[src/design/dsmh_pkg.sv]
// ----------------------------------------------------------------------------
// dsmh_pkg
// Shared types and constants of the dual supply monitor.
// ----------------------------------------------------------------------------
`default_nettype none

package dsmh_pkg;

  localparam int SAMPLES_PER_BURST  = 32;
  localparam int BURSTS_PER_READING = 8;
  localparam int IDLE_TICKS         = 100;

  localparam int AVG_W   = 10;
  localparam int SUM_W   = 15;
  localparam int TMR_W   = 16;
  localparam int CNT_W   = 7;
  localparam int TOT_W   = 16;
  localparam int CFG_IDX_W = 4;

  localparam logic [AVG_W-1:0] AVG_MAX = 10'd1023;

  typedef logic [CFG_IDX_W-1:0] cfg_idx_t;

  // register indexes
  localparam cfg_idx_t REG_MAIN_HIGH_SET   = 4'd0;
  localparam cfg_idx_t REG_MAIN_HIGH_CLEAR = 4'd1;
  localparam cfg_idx_t REG_MAIN_LOW_SET    = 4'd2;
  localparam cfg_idx_t REG_MAIN_LOW_CLEAR  = 4'd3;
  localparam cfg_idx_t REG_BATT_HIGH_SET   = 4'd4;
  localparam cfg_idx_t REG_BATT_HIGH_CLEAR = 4'd5;
  localparam cfg_idx_t REG_BATT_LOW_SET    = 4'd6;
  localparam cfg_idx_t REG_BATT_LOW_CLEAR  = 4'd7;

  localparam logic [AVG_W-1:0] RST_HIGH_SET   = 10'd1000;
  localparam logic [AVG_W-1:0] RST_HIGH_CLEAR = 10'd960;
  localparam logic [AVG_W-1:0] RST_LOW_SET    = 10'd100;
  localparam logic [AVG_W-1:0] RST_LOW_CLEAR  = 10'd140;

  // event kind codes on the result word
  localparam logic [1:0] KIND_NORMAL = 2'd0;
  localparam logic [1:0] KIND_HIGH   = 2'd1;
  localparam logic [1:0] KIND_LOW    = 2'd2;

  localparam logic CHAN_MAIN = 1'b0;
  localparam logic CHAN_BATT = 1'b1;

  typedef enum logic [2:0] {
    LVL_NORMAL = 3'b001,
    LVL_HIGH   = 3'b010,
    LVL_LOW    = 3'b100
  } lvl_t;

  typedef struct packed {
    logic [AVG_W-1:0] high_set;
    logic [AVG_W-1:0] high_clear;
    logic [AVG_W-1:0] low_set;
    logic [AVG_W-1:0] low_clear;
  } thr_t;

  typedef struct packed {
    lvl_t       level_nxt;
    logic       changed;
    logic [1:0] kind;
  } hyst_res_t;

  typedef struct packed {
    logic             action;
    logic [SUM_W-1:0] burst_sum;
  } in_word_t;

  typedef struct packed {
    logic             start_request;
    logic             start_channel;
    logic             reading_valid;
    logic [AVG_W-1:0] reading_value;
    logic             event_valid;
    logic             event_channel;
    logic [1:0]       event_kind;
  } out_word_t;

endpackage

`default_nettype wire

[src/design/dsmh_cfg_regs.sv]
// ----------------------------------------------------------------------------
// dsmh_cfg_regs
// Threshold register file for both supply channels.
// ----------------------------------------------------------------------------
`default_nettype none

module dsmh_cfg_regs (
  input  wire                          clk,
  input  wire                          rst_n,
  input  wire                          wr_en,
  input  dsmh_pkg::cfg_idx_t           wr_index,
  input  wire [dsmh_pkg::AVG_W-1:0]    wr_data,
  output dsmh_pkg::thr_t               thr_main,
  output dsmh_pkg::thr_t               thr_batt
);
  import dsmh_pkg::*;

  thr_t main_r, main_nxt;
  thr_t batt_r, batt_nxt;

  always_comb begin
    main_nxt = main_r;
    batt_nxt = batt_r;
    if (wr_en) begin
      unique case (wr_index)
        REG_MAIN_HIGH_SET:   main_nxt.high_set   = wr_data;
        REG_MAIN_HIGH_CLEAR: main_nxt.high_clear = wr_data;
        REG_MAIN_LOW_SET:    main_nxt.low_set    = wr_data;
        REG_MAIN_LOW_CLEAR:  main_nxt.low_clear  = wr_data;
        REG_BATT_HIGH_SET:   batt_nxt.high_set   = wr_data;
        REG_BATT_HIGH_CLEAR: batt_nxt.high_clear = wr_data;
        REG_BATT_LOW_SET:    batt_nxt.low_set    = wr_data;
        REG_BATT_LOW_CLEAR:  batt_nxt.low_clear  = wr_data;
        default: ;  // index beyond the list: dropped
      endcase
    end
  end

  always_ff @(posedge clk) begin
    if (!rst_n) begin
      main_r <= '{RST_HIGH_SET, RST_HIGH_CLEAR, RST_LOW_SET, RST_LOW_CLEAR};
      batt_r <= '{RST_HIGH_SET, RST_HIGH_CLEAR, RST_LOW_SET, RST_LOW_CLEAR};
    end else begin
      main_r <= main_nxt;
      batt_r <= batt_nxt;
    end
  end

  assign thr_main = main_r;
  assign thr_batt = batt_r;

endmodule

`default_nettype wire

[src/design/dsmh_hyst.sv]
// ----------------------------------------------------------------------------
// dsmh_hyst
// Normal/high/low hysteresis step, shared by both channels.
// ----------------------------------------------------------------------------
`default_nettype none

module dsmh_hyst (
  input  dsmh_pkg::lvl_t               level,
  input  wire [dsmh_pkg::AVG_W-1:0]    avg,
  input  dsmh_pkg::thr_t               thr,
  output dsmh_pkg::hyst_res_t          res
);
  import dsmh_pkg::*;

  always_comb begin
    res.level_nxt = level;
    res.changed   = 1'b0;
    res.kind      = KIND_NORMAL;
    unique case (level)
      LVL_HIGH: begin
        if (avg <= thr.high_clear) begin
          res.level_nxt = LVL_NORMAL;
          res.changed   = 1'b1;
          res.kind      = KIND_NORMAL;
        end
      end
      LVL_LOW: begin
        if (avg >= thr.low_clear) begin
          res.level_nxt = LVL_NORMAL;
          res.changed   = 1'b1;
          res.kind      = KIND_NORMAL;
        end
      end
      default: begin
        res.level_nxt = LVL_NORMAL;
        // high check wins when both thresholds match
        if (avg >= thr.high_set) begin
          res.level_nxt = LVL_HIGH;
          res.changed   = 1'b1;
          res.kind      = KIND_HIGH;
        end else if (avg <= thr.low_set) begin
          res.level_nxt = LVL_LOW;
          res.changed   = 1'b1;
          res.kind      = KIND_LOW;
        end
      end
    endcase
  end

endmodule

`default_nettype wire

[src/design/dsmh_core.sv]
// ----------------------------------------------------------------------------
// dsmh_core
// Burst scheduler, burst averaging and per-channel level state.
// ----------------------------------------------------------------------------
`default_nettype none

module dsmh_core (
  input  wire                 clk,
  input  wire                 rst_n,
  input  wire                 step,
  input  dsmh_pkg::in_word_t  word,
  input  dsmh_pkg::thr_t      thr_main,
  input  dsmh_pkg::thr_t      thr_batt,
  output dsmh_pkg::out_word_t res
);
  import dsmh_pkg::*;

  logic             waiting_r, waiting_nxt;
  logic [TMR_W-1:0] timer_r,   timer_nxt;
  logic             chan_r,    chan_nxt;
  logic [CNT_W-1:0] count_r,   count_nxt;
  logic [TOT_W-1:0] total_r,   total_nxt;
  lvl_t             main_lvl_r, main_lvl_nxt;
  lvl_t             batt_lvl_r, batt_lvl_nxt;

  logic [SUM_W-1:0] quot;
  logic [AVG_W-1:0] burst_avg;
  logic [TMR_W-1:0] timer_dec;
  logic [CNT_W-1:0] count_inc;
  logic [TOT_W-1:0] total_add;
  logic [TOT_W-1:0] total_div;
  logic [AVG_W-1:0] avg;
  lvl_t             cur_lvl;
  thr_t             cur_thr;
  hyst_res_t        hres;

  // both divisors are powers of two: plain shifts
  assign quot      = SUM_W'(word.burst_sum / SAMPLES_PER_BURST);
  assign burst_avg = (quot > SUM_W'(AVG_MAX)) ? AVG_MAX : quot[AVG_W-1:0];
  assign timer_dec = (timer_r != '0) ? timer_r - 1'b1 : timer_r;
  assign count_inc = count_r + 1'b1;
  assign total_add = total_r + TOT_W'(burst_avg);
  assign total_div = TOT_W'(total_add / BURSTS_PER_READING);
  assign avg       = (total_div > TOT_W'(AVG_MAX)) ? AVG_MAX : total_div[AVG_W-1:0];

  assign cur_lvl = (chan_r == CHAN_MAIN) ? main_lvl_r : batt_lvl_r;
  assign cur_thr = (chan_r == CHAN_MAIN) ? thr_main : thr_batt;

  dsmh_hyst u_hyst (
    .level (cur_lvl),
    .avg   (avg),
    .thr   (cur_thr),
    .res   (hres)
  );

  always_comb begin
    waiting_nxt  = waiting_r;
    timer_nxt    = timer_r;
    chan_nxt     = chan_r;
    count_nxt    = count_r;
    total_nxt    = total_r;
    main_lvl_nxt = main_lvl_r;
    batt_lvl_nxt = batt_lvl_r;
    res          = '0;

    if (!word.action) begin
      // tick
      timer_nxt = timer_dec;
      if (!waiting_r && timer_dec == '0) begin
        waiting_nxt       = 1'b1;
        res.start_request = 1'b1;
        res.start_channel = chan_r;
      end
    end else if (waiting_r) begin
      // burst done; a burst while idle is dropped
      waiting_nxt = 1'b0;
      count_nxt   = count_inc;
      total_nxt   = total_add;
      timer_nxt   = TMR_W'(1);
      if (count_inc >= CNT_W'(BURSTS_PER_READING)) begin
        res.reading_valid = 1'b1;
        res.reading_value = avg;
        if (chan_r == CHAN_MAIN) begin
          main_lvl_nxt = hres.level_nxt;
        end else begin
          batt_lvl_nxt = hres.level_nxt;
          timer_nxt    = TMR_W'(IDLE_TICKS);
        end
        if (hres.changed) begin
          res.event_valid   = 1'b1;
          res.event_channel = chan_r;
          res.event_kind    = hres.kind;
        end
        chan_nxt  = ~chan_r;
        count_nxt = '0;
        total_nxt = '0;
      end
    end
  end

  always_ff @(posedge clk) begin
    if (!rst_n) begin
      waiting_r  <= 1'b0;
      timer_r    <= TMR_W'(IDLE_TICKS);
      chan_r     <= CHAN_MAIN;
      count_r    <= '0;
      total_r    <= '0;
      main_lvl_r <= LVL_NORMAL;
      batt_lvl_r <= LVL_NORMAL;
    end else if (step) begin
      waiting_r  <= waiting_nxt;
      timer_r    <= timer_nxt;
      chan_r     <= chan_nxt;
      count_r    <= count_nxt;
      total_r    <= total_nxt;
      main_lvl_r <= main_lvl_nxt;
      batt_lvl_r <= batt_lvl_nxt;
    end
  end

endmodule

`default_nettype wire

[src/design/dual_supply_monitor_hysteresis.sv]
// ----------------------------------------------------------------------------
// dual_supply_monitor_hysteresis
// Burst scheduler and hysteresis level monitor for main supply and battery.
// ----------------------------------------------------------------------------
// Usage:
//   in_*  : one word per tick (action 0) or finished A/D burst (action 1,
//           with burst_sum). valid/ready handshake.
//   out_* : exactly one result word per input word, in order; it may carry a
//           start request, or a completed channel average and optional level event.
//   cfg_* : threshold writes, index 0..7; other indexes are dropped.
//           cfg_ready is always high.
//   The result word passes the input register, then the result register,
//   and is registered. Throughput is one word per cycle while out_ready
//   stays high; the state update sits in the single logic stage between
//   the two registers.
//   While out_ready is low the result register holds its word; the input
//   register still takes one more word, after which in_ready drops.
//   Synchronous reset restores the default thresholds, normal levels on
//   both channels, main channel selected and the long idle wait loaded.
// ----------------------------------------------------------------------------
`default_nettype none

module dual_supply_monitor_hysteresis (
  input  wire                          clk,
  input  wire                          rst_n,
  input  wire                          in_valid,
  output logic                         in_ready,
  input  dsmh_pkg::in_word_t           in_data,
  output logic                         out_valid,
  input  wire                          out_ready,
  output dsmh_pkg::out_word_t          out_data,
  input  wire                          cfg_valid,
  output logic                         cfg_ready,
  input  dsmh_pkg::cfg_idx_t           cfg_index,
  input  wire [dsmh_pkg::AVG_W-1:0]    cfg_data
);
  import dsmh_pkg::*;

  logic      s1_valid_r, s1_valid_nxt;
  in_word_t  s1_word_r;
  logic      out_valid_r, out_valid_nxt;
  out_word_t out_word_r;
  out_word_t res;
  thr_t      thr_main;
  thr_t      thr_batt;
  logic      advance;
  logic      in_fire;

  assign advance   = !out_valid_r || out_ready;
  assign in_ready  = !s1_valid_r || advance;
  assign in_fire   = in_valid && in_ready;
  assign cfg_ready = 1'b1;

  dsmh_cfg_regs u_cfg (
    .clk      (clk),
    .rst_n    (rst_n),
    .wr_en    (cfg_valid && cfg_ready),
    .wr_index (cfg_index),
    .wr_data  (cfg_data),
    .thr_main (thr_main),
    .thr_batt (thr_batt)
  );

  dsmh_core u_core (
    .clk      (clk),
    .rst_n    (rst_n),
    .step     (s1_valid_r && advance),
    .word     (s1_word_r),
    .thr_main (thr_main),
    .thr_batt (thr_batt),
    .res      (res)
  );

  always_comb begin
    s1_valid_nxt = s1_valid_r;
    if (in_fire) begin
      s1_valid_nxt = 1'b1;
    end else if (advance) begin
      s1_valid_nxt = 1'b0;
    end
    out_valid_nxt = advance ? s1_valid_r : out_valid_r;
  end

  always_ff @(posedge clk) begin
    if (!rst_n) begin
      s1_valid_r  <= 1'b0;
      out_valid_r <= 1'b0;
    end else begin
      s1_valid_r  <= s1_valid_nxt;
      out_valid_r <= out_valid_nxt;
    end
  end

  always_ff @(posedge clk) begin
    if (in_fire) begin
      s1_word_r <= in_data;
    end
    if (advance && s1_valid_r) begin
      out_word_r <= res;
    end
  end

  assign out_valid = out_valid_r;
  assign out_data  = out_word_r;

endmodule

`default_nettype wire

[config.mk]
export PLATFORM = sky130hd
export DESIGN_NAME = dual_supply_monitor_hysteresis
export DESIGN_NICKNAME = d
export VERILOG_FILES = /design/src/design/dsmh_pkg.sv /design/src/design/dsmh_cfg_regs.sv /design/src/design/dsmh_hyst.sv /design/src/design/dsmh_core.sv /design/src/design/dual_supply_monitor_hysteresis.sv
export SDC_FILE = /design/constraint.sdc
export NUM_CORES = 1
export LEC_CHECK = 0
export ABC_AREA = 0
export BUFFER_PORTS_ARGS = -buffer_cell sky130_fd_sc_hd__buf_4
export CAP_MARGIN = 10
export CORE_AREA = 2 2 151 183
export CTS_BUF_LIST = sky130_fd_sc_hd__clkbuf_4
export CTS_CLUSTER_DIAMETER = 150
export DETAILED_ROUTE_END_ITERATION = 10
export DIE_AREA = 0 0 153 185
export GPL_ROUTABILITY_DRIVEN = 0
export PLACE_DENSITY_LB_ADDON = 0.3
export SLEW_MARGIN = 30
export SYNTH_ARGS = -nofsm -noshare
export SYNTH_HDL_FRONTEND = slang
export SYNTH_HIERARCHICAL = 1
export SYNTH_SLANG_ARGS = --single-unit
[constraint.sdc]
create_clock -name clk -period 13.2 [get_ports clk]
set_input_delay 1.32 -clock clk [delete_from_list [all_inputs] [get_ports clk]]
set_output_delay 1.32 -clock clk [all_outputs]
set_load 0.01 [all_outputs]
==> impl_metrics.toml, run 1 <==
[sta]
finalSetupViolations = 0
timing.fmax_mhz = 195
grt_setup_unrepaired = "no"
final-max-slew-violation-count = 0
hold_viol = 0
worst-slew-pin-transition_ns = 0.820
aggregate_negative_setup_slack_ns = 0
max_slew_margin = 0.448
final.period_utilization = 0.389
setup_clock_skew_after_layout_ns = 0.0224
final_period_minus_worst_setup_slack_ns = 5.14

[run]
drv.max_cap_violation_count = 0

[routing]
routedWlPerCell_um = 16.0
first_pass_iteration_count_of_the_detailed_router = 5
drt_iter0_markers = 374
detail_route.drc_violations = 0
postRouteWirelength_mm = 22.2
via_count = 7363
drt.antenna.violating_nets = 0
avgViaCountPerCell = 5.30

[die]
initial_utilization = 0.338
die_h_um = 185
die_area_um2 = 28300
floorplan.io_pins = 55
die_width_um = 153
row_count = 66
coreArea_um2 = 26700

[setup_path]
worstPathArrival_ns = 5.56
critical_path.endpoint_type = "flip-flop"
path_depth = 15
crit_buf_inv = 0
crit_path_top_delay_cell = "a2111oi_0"
crit_family = "compound AO/OA/AOI/OAI gates"
required_time_of_the_critical_path_ns = 13.62
worst_case_reg_to_reg_path_depth = 15
max_stage_delay_ns = 0.52
cp-start-kind = "flip-flop"
setup.worst_path.class = "reg2reg"
crit_top_cell = "a2111oi_0"
worstPathMaxFanout = 20
path_cells = "ha_1 > o21ai_0 > nor2b_1 > a2111oi_0 > a2111oi_0 > mux2_2 > nand3_1 > ha_1 > a211oi_1 > nor2_1 > a2111oi_0 > nor4_1 > a32o_1 > a211oi_2 > and3_1"

[clocking]
ctsHoldBuffers = 0
cts-buffers-inserted = 17
cts_num_sinks = 157
clock_tree_from_tritoncts = "yes"
postCtsSetupBuffers = 0
cts_resized = 0
clk_transition_reported_paths_ns = 0.15
clock_tree.htree_level_count = 4
ctsRootBufferMaster = "clkbuf_4"
clk-insertion-delay-late_ns = 0.55
cts-root-to-sink-buffers = 2

[status]
status = "complete, no violations"

[place]
dp.final_hpwl_mm = 15.8
port_buffers = 48

[power]
power_density_over_cell_area_nw_per_um2 = 94.6
cellLeakagePower_nw = 4.08
vdd.ir_drop.worst_mv = 0.0458
final_total_power_mw = 0.936

[global_routing]
grt_pass1_wl_mm = 36.7
via_count_of_the_first_global_routing_pass = 7276
globalRouteOverflowTotal = 0
grt_start_max_net_pins = 62
groute.usage.overall = 0.160
grt_antenna_before_repair = 1

[finish]
final_util = 0.371
final_net_count = 1124
post_route_cells_drive_above_1_share = 0.149
area.growth.synth_to_final_pct = 9.69

[synthesis]
syn-num-nets = 1107
synth_area_um2 = 9020
synth.avg_cell_area_um2 = 8.85
ys_warn_count = 6
netlist_instances = 1019

[worst_hold_path]
worstHoldPathCells = 2
holdCritPathClass = "reg2reg"
==> worst register-to-register path: stages, from the launching register on <==
cell and delay, ns:
edfxtp_1 0.41, ha_1 0.36, o21ai_0 0.39, nor2b_1 0.30, a2111oi_0 0.11, a2111oi_0 0.43
mux2_2 0.49, nand3_1 0.34, ha_1 0.42, a211oi_1 0.25, nor2_1 0.09, a2111oi_0 0.52
nor4_1 0.15, a32o_1 0.25, a211oi_2 0.30, and3_1 0.20
==> stage by stage <==
step	instance area [um^2]	setup slack, ns	hold slack, ns	std cells
2_1_floorplan	9020	9.02	0.431	1019
3_3_place_gp	9620	8.25	0.441	1357
3_5_place_dp	9620	8.21	0.447	1357
4_1_cts	9890	8.12	0.466	1389
5_1_grt	9900	7.60	0.487	1390
6_report	9900	8.06	0.465	1390
==> state kept, by name, summed over array words and instances, names as in the netlist <==
| register | flops |
|---|---|
| s1_valid_r | 1 |
| u_cfg/thr_main | 40 |
| out_data | 17 |
| u_core/main_lvl_r | 3 |
| u_core/batt_lvl_r | 3 |
| u_core/count_r | 7 |
| out_valid | 1 |
| u_core/chan_r | 1 |
| u_core/waiting_r | 1 |
| u_core/total_r | 16 |
| s1_word_r | 11 |
| u_core/timer_r | 16 |
| u_cfg/thr_batt | 40 |
==> report_power, final <==
group          total, mW  switching, mW  leakage [nW]  internal [mW]
registers          0.505        0.00743          1.30          0.497
logic              0.140         0.0862          2.64         0.0538
clock network      0.292          0.180         0.141          0.112
==> worst paths after layout <==
check | start | to | slack, ns
worst max-delay path | s1_word_r[10] | out_data[2] | 8.06
worst min-delay path | u_cfg/thr_main[8] | u_cfg/thr_main[8] | 0.47
worst max register to register | s1_word_r[10] | out_data[2] | 8.06
worst min register to register | u_cfg/thr_main[8] | u_cfg/thr_main[8] | 0.47
==> cell usage in the layout, fill, tap and decap left out, types with 7 or more instances in the layout <==
master    count
nor3_1       22
a21o_1        8
mux2i_1      65
nand2b_1     26
clkbuf_4     17
ha_1         52
nand3_1      34
mux2_2       46
nor2_1       59
o21ai_0      31
xnor2_1       8
and3_1       12
a31oi_1      11
nand4_1      11
a22oi_1       8
nand2_1     113
inv_1        58
dfxtp_1     128
nor2b_1      27
buf_4        57
and2_1        7
a21oi_1      87
o21a_1       10
nor4_1        8
o211ai_1      8
edfxtp_1     28
==> area by class of cell <==
class / instances / area (um^2)
well taps: 340 / 425
repair buffers: 57 / 428
flip-flops and latches: 157 / 3420
fillers: 2791 / 16800
inverters: 58 / 218
multi-input cells: 745 / 5120
clock buffers: 17 / 128
clock inverters: 15 / 148
diodes: 1 / 2.50
==> per-layer routing <==
metal / share of wire / GRT usage / vias up
li1: - / - / 3661
met1: 0.47 / 0.195 / 3552
met2: 0.48 / 0.288 / 123
met3: 0.029 / 0.0288 / 27
met4: 0.019 / 0.0452 / 0
met5: 0 / 0 / -
(Power assumes the default switching activity.)
==> inputs of run 2 (changes only) <==
--- a/config.mk
+++ b/config.mk
@@ -5,7 +5,7 @@
 export SDC_FILE = /design/constraint.sdc
 export NUM_CORES = 1
 export LEC_CHECK = 0
-export ABC_AREA = 0
+export ABC_AREA = 1
 export BUFFER_PORTS_ARGS = -buffer_cell sky130_fd_sc_hd__buf_4
 export CAP_MARGIN = 10
 export CORE_AREA = 2 2 151 183
==> constraint.sdc (replaced) <==
create_clock -name clk -period 4.97 [get_ports clk]
set_input_delay 0.497 -clock clk [delete_from_list [all_inputs] [get_ports clk]]
set_output_delay 0.497 -clock clk [all_outputs]
set_load 0.01 [all_outputs]
==> run 2 against run 1 <==
Wire length is 2.9% lower. Non-clock buffer count decreased by 5. First-iteration DRC count increased by 18%. Sequential cell count unchanged. Critical endpoint is now out_data[0]. Synthesized cell count grew 30%. Worst hold slack worse by 0.34 ns.
==> impl_metrics.toml, run 2 <==
[status]
status = "complete, no violations"

[setup_path]
max_stage_delay_ns = 0.36
worstPathArrival_ns = 4.11
critical_path.endpoint_type = "flip-flop"
crit_path_top_delay_cell = "dfxtp_1"
r2r_path_start = "u_core/total_r[0]"
worstPathMaxFanout = 10
critical_path.startpoint = "u_core/total_r[0]"
crit_top_cell = "nand2_1"
required_time_of_the_critical_path_ns = 5.24
setup.worst_path.class = "reg2reg"
crit_family = "simple AND/OR/NAND/NOR gates"
path_cells = "ha_1 > inv_1 > fa_1 > inv_1 > nand3_1 > nand2_1 > a21boi_2 > or2_1 > nand2_1 > nand2_1 > nand2_1 > nand3_4 > nor2_2 > inv_1 > ha_1 > a21o_1 > nor2_1 > nand2_1 > nor2_2 > nand3_1 > nand2_1 > nand2_1 > inv_1 > nor3b_1"
cp-start-kind = "flip-flop"
crit_buf_inv = 4

[synthesis]
synth_area_um2 = 9010
ys_warn_count = 6
syn-num-nets = 1413
netlist_instances = 1325
synth.avg_cell_area_um2 = 6.80

[power]
power_density_over_cell_area_nw_per_um2 = 229
vdd.ir_drop.worst_mv = 0.140
cellLeakagePower_nw = 4.91

[sta]
hold_viol = 0
max_slew_margin = 0.352
finalSetupViolations = 0
worst-slew-pin-transition_ns = 0.969
final_period_minus_worst_setup_slack_ns = 3.84
aggregate_negative_setup_slack_ns = 0
setup_clock_skew_after_layout_ns = 0.0223
final.period_utilization = 0.773
final.setup.worst_slack_ns = 1.13
timing.fmax_mhz = 260
final-max-slew-violation-count = 0
grt_setup_unrepaired = "no"

[clocking]
clk-insertion-delay-late_ns = 0.54
ctsRootBufferMaster = "clkbuf_4"
clk_transition_reported_paths_ns = 0.13
postCtsSetupBuffers = 0
cts-buffers-inserted = 17
cts_num_sinks = 157
clock_tree.htree_level_count = 4
clock_tree_from_tritoncts = "yes"
cts_resized = 0
ctsHoldBuffers = 0
cts-root-to-sink-buffers = 2

[place]
dp.final_hpwl_mm = 15.5
dp_worst_setup_slack_ns = 1.12
placed_instances = 1668
port_buffers = 48

[global_routing]
grt_pass1_wl_mm = 35.7
grt_antenna_before_repair = 1
groute.usage.overall = 0.154
via_count_of_the_first_global_routing_pass = 7264
grt_start_max_net_pins = 94
globalRouteOverflowTotal = 0

[die]
die_h_um = 185
initial_utilization = 0.338
floorplan.io_pins = 55
die_width_um = 153
row_count = 66
die_area_um2 = 28300
coreArea_um2 = 26700

[finish]
final.fill_count = 2872
area.growth.synth_to_final_pct = 9.32
final_cell_mix = "nand2_1 (472), nor2_1 (169), inv_1 (147)"
final_net_count = 1435
cell_count_final_fillers_out = 1701
post_route_cells_drive_above_1_share = 0.102
layout.cells.most_common = "nand2_1"

[routing]
first_pass_iteration_count_of_the_detailed_router = 5
via_count = 7847
postRouteWirelength_mm = 21.5
drt_iter0_markers = 443
avgViaCountPerCell = 4.61
detail_route.drc_violations = 0
routedWlPerCell_um = 12.7
drt.antenna.violating_nets = 0

[worst_hold_path]
hold_start = "in_data[14]"
holdCritPathClass = "in2reg"

[run]
drv.max_cap_violation_count = 0
-- run 2: per-layer routing --
layer / global-route usage / part of all wire / vias to the layer above / wire, um
li1: - / - / 4168 / -
met1: 0.197 / 0.47 / 3550 / 10200
met2: 0.276 / 0.48 / 121 / 10400
met3: 0.0211 / 0.033 / 8 / 706
met4: 0.0359 / 0.0082 / 0 / 177
met5: 0 / 0 / - / 0
-- run 2: layout make-up --
cell class | instances | area [um^2] | area share
Sequential cell | 157 | 3420 | 0.347
Inverter | 154 | 578 | 0.0587
Timing Repair Buffer | 52 | 394 | 0.0400
Tap cell | 340 | 425 | 0.0432
Multi-Input combinational cell | 965 | 4790 | 0.486
Antenna cell | 1 | 2.50 | 0.000254
Clock inverter | 14 | 104 | 0.0105
Clock buffer | 18 | 135 | 0.0137
-- run 2: power breakdown --
| group | total, mW | switching, mW | internal (mW) |
|---|---|---|---|
| clock | 0.685 | 0.442 | 0.243 |
| combinational | 0.234 | 0.154 | 0.0799 |
| sequential | 1.34 | 0.0143 | 1.32 |
-- run 2: path summary, 6_finish.rpt --
path | endpoint | slack [ns] | cells past startpoint
worst max-delay path | out_data[0] | 1.13 | 24
worst min-delay path | s1_word_r[14] | 0.12 | 1
worst max register to register | out_data[0] | 1.13 | 24
worst min register to register | u_core/batt_lvl_r[0] | 0.47 | 2
-- run 2: through the flow --
stage,area (um^2),hold slack [ns],utilization,power [mW]
after floorplan,9010,0.429,-,1.52
after global placement,9610,0.439,0.360,1.60
after detailed placement,9610,0.444,0.360,1.60
after CTS,9850,0.0699,0.369,2.29
after global routing,9850,0.0676,0.369,2.37
final,9850,0.124,0.369,2.25
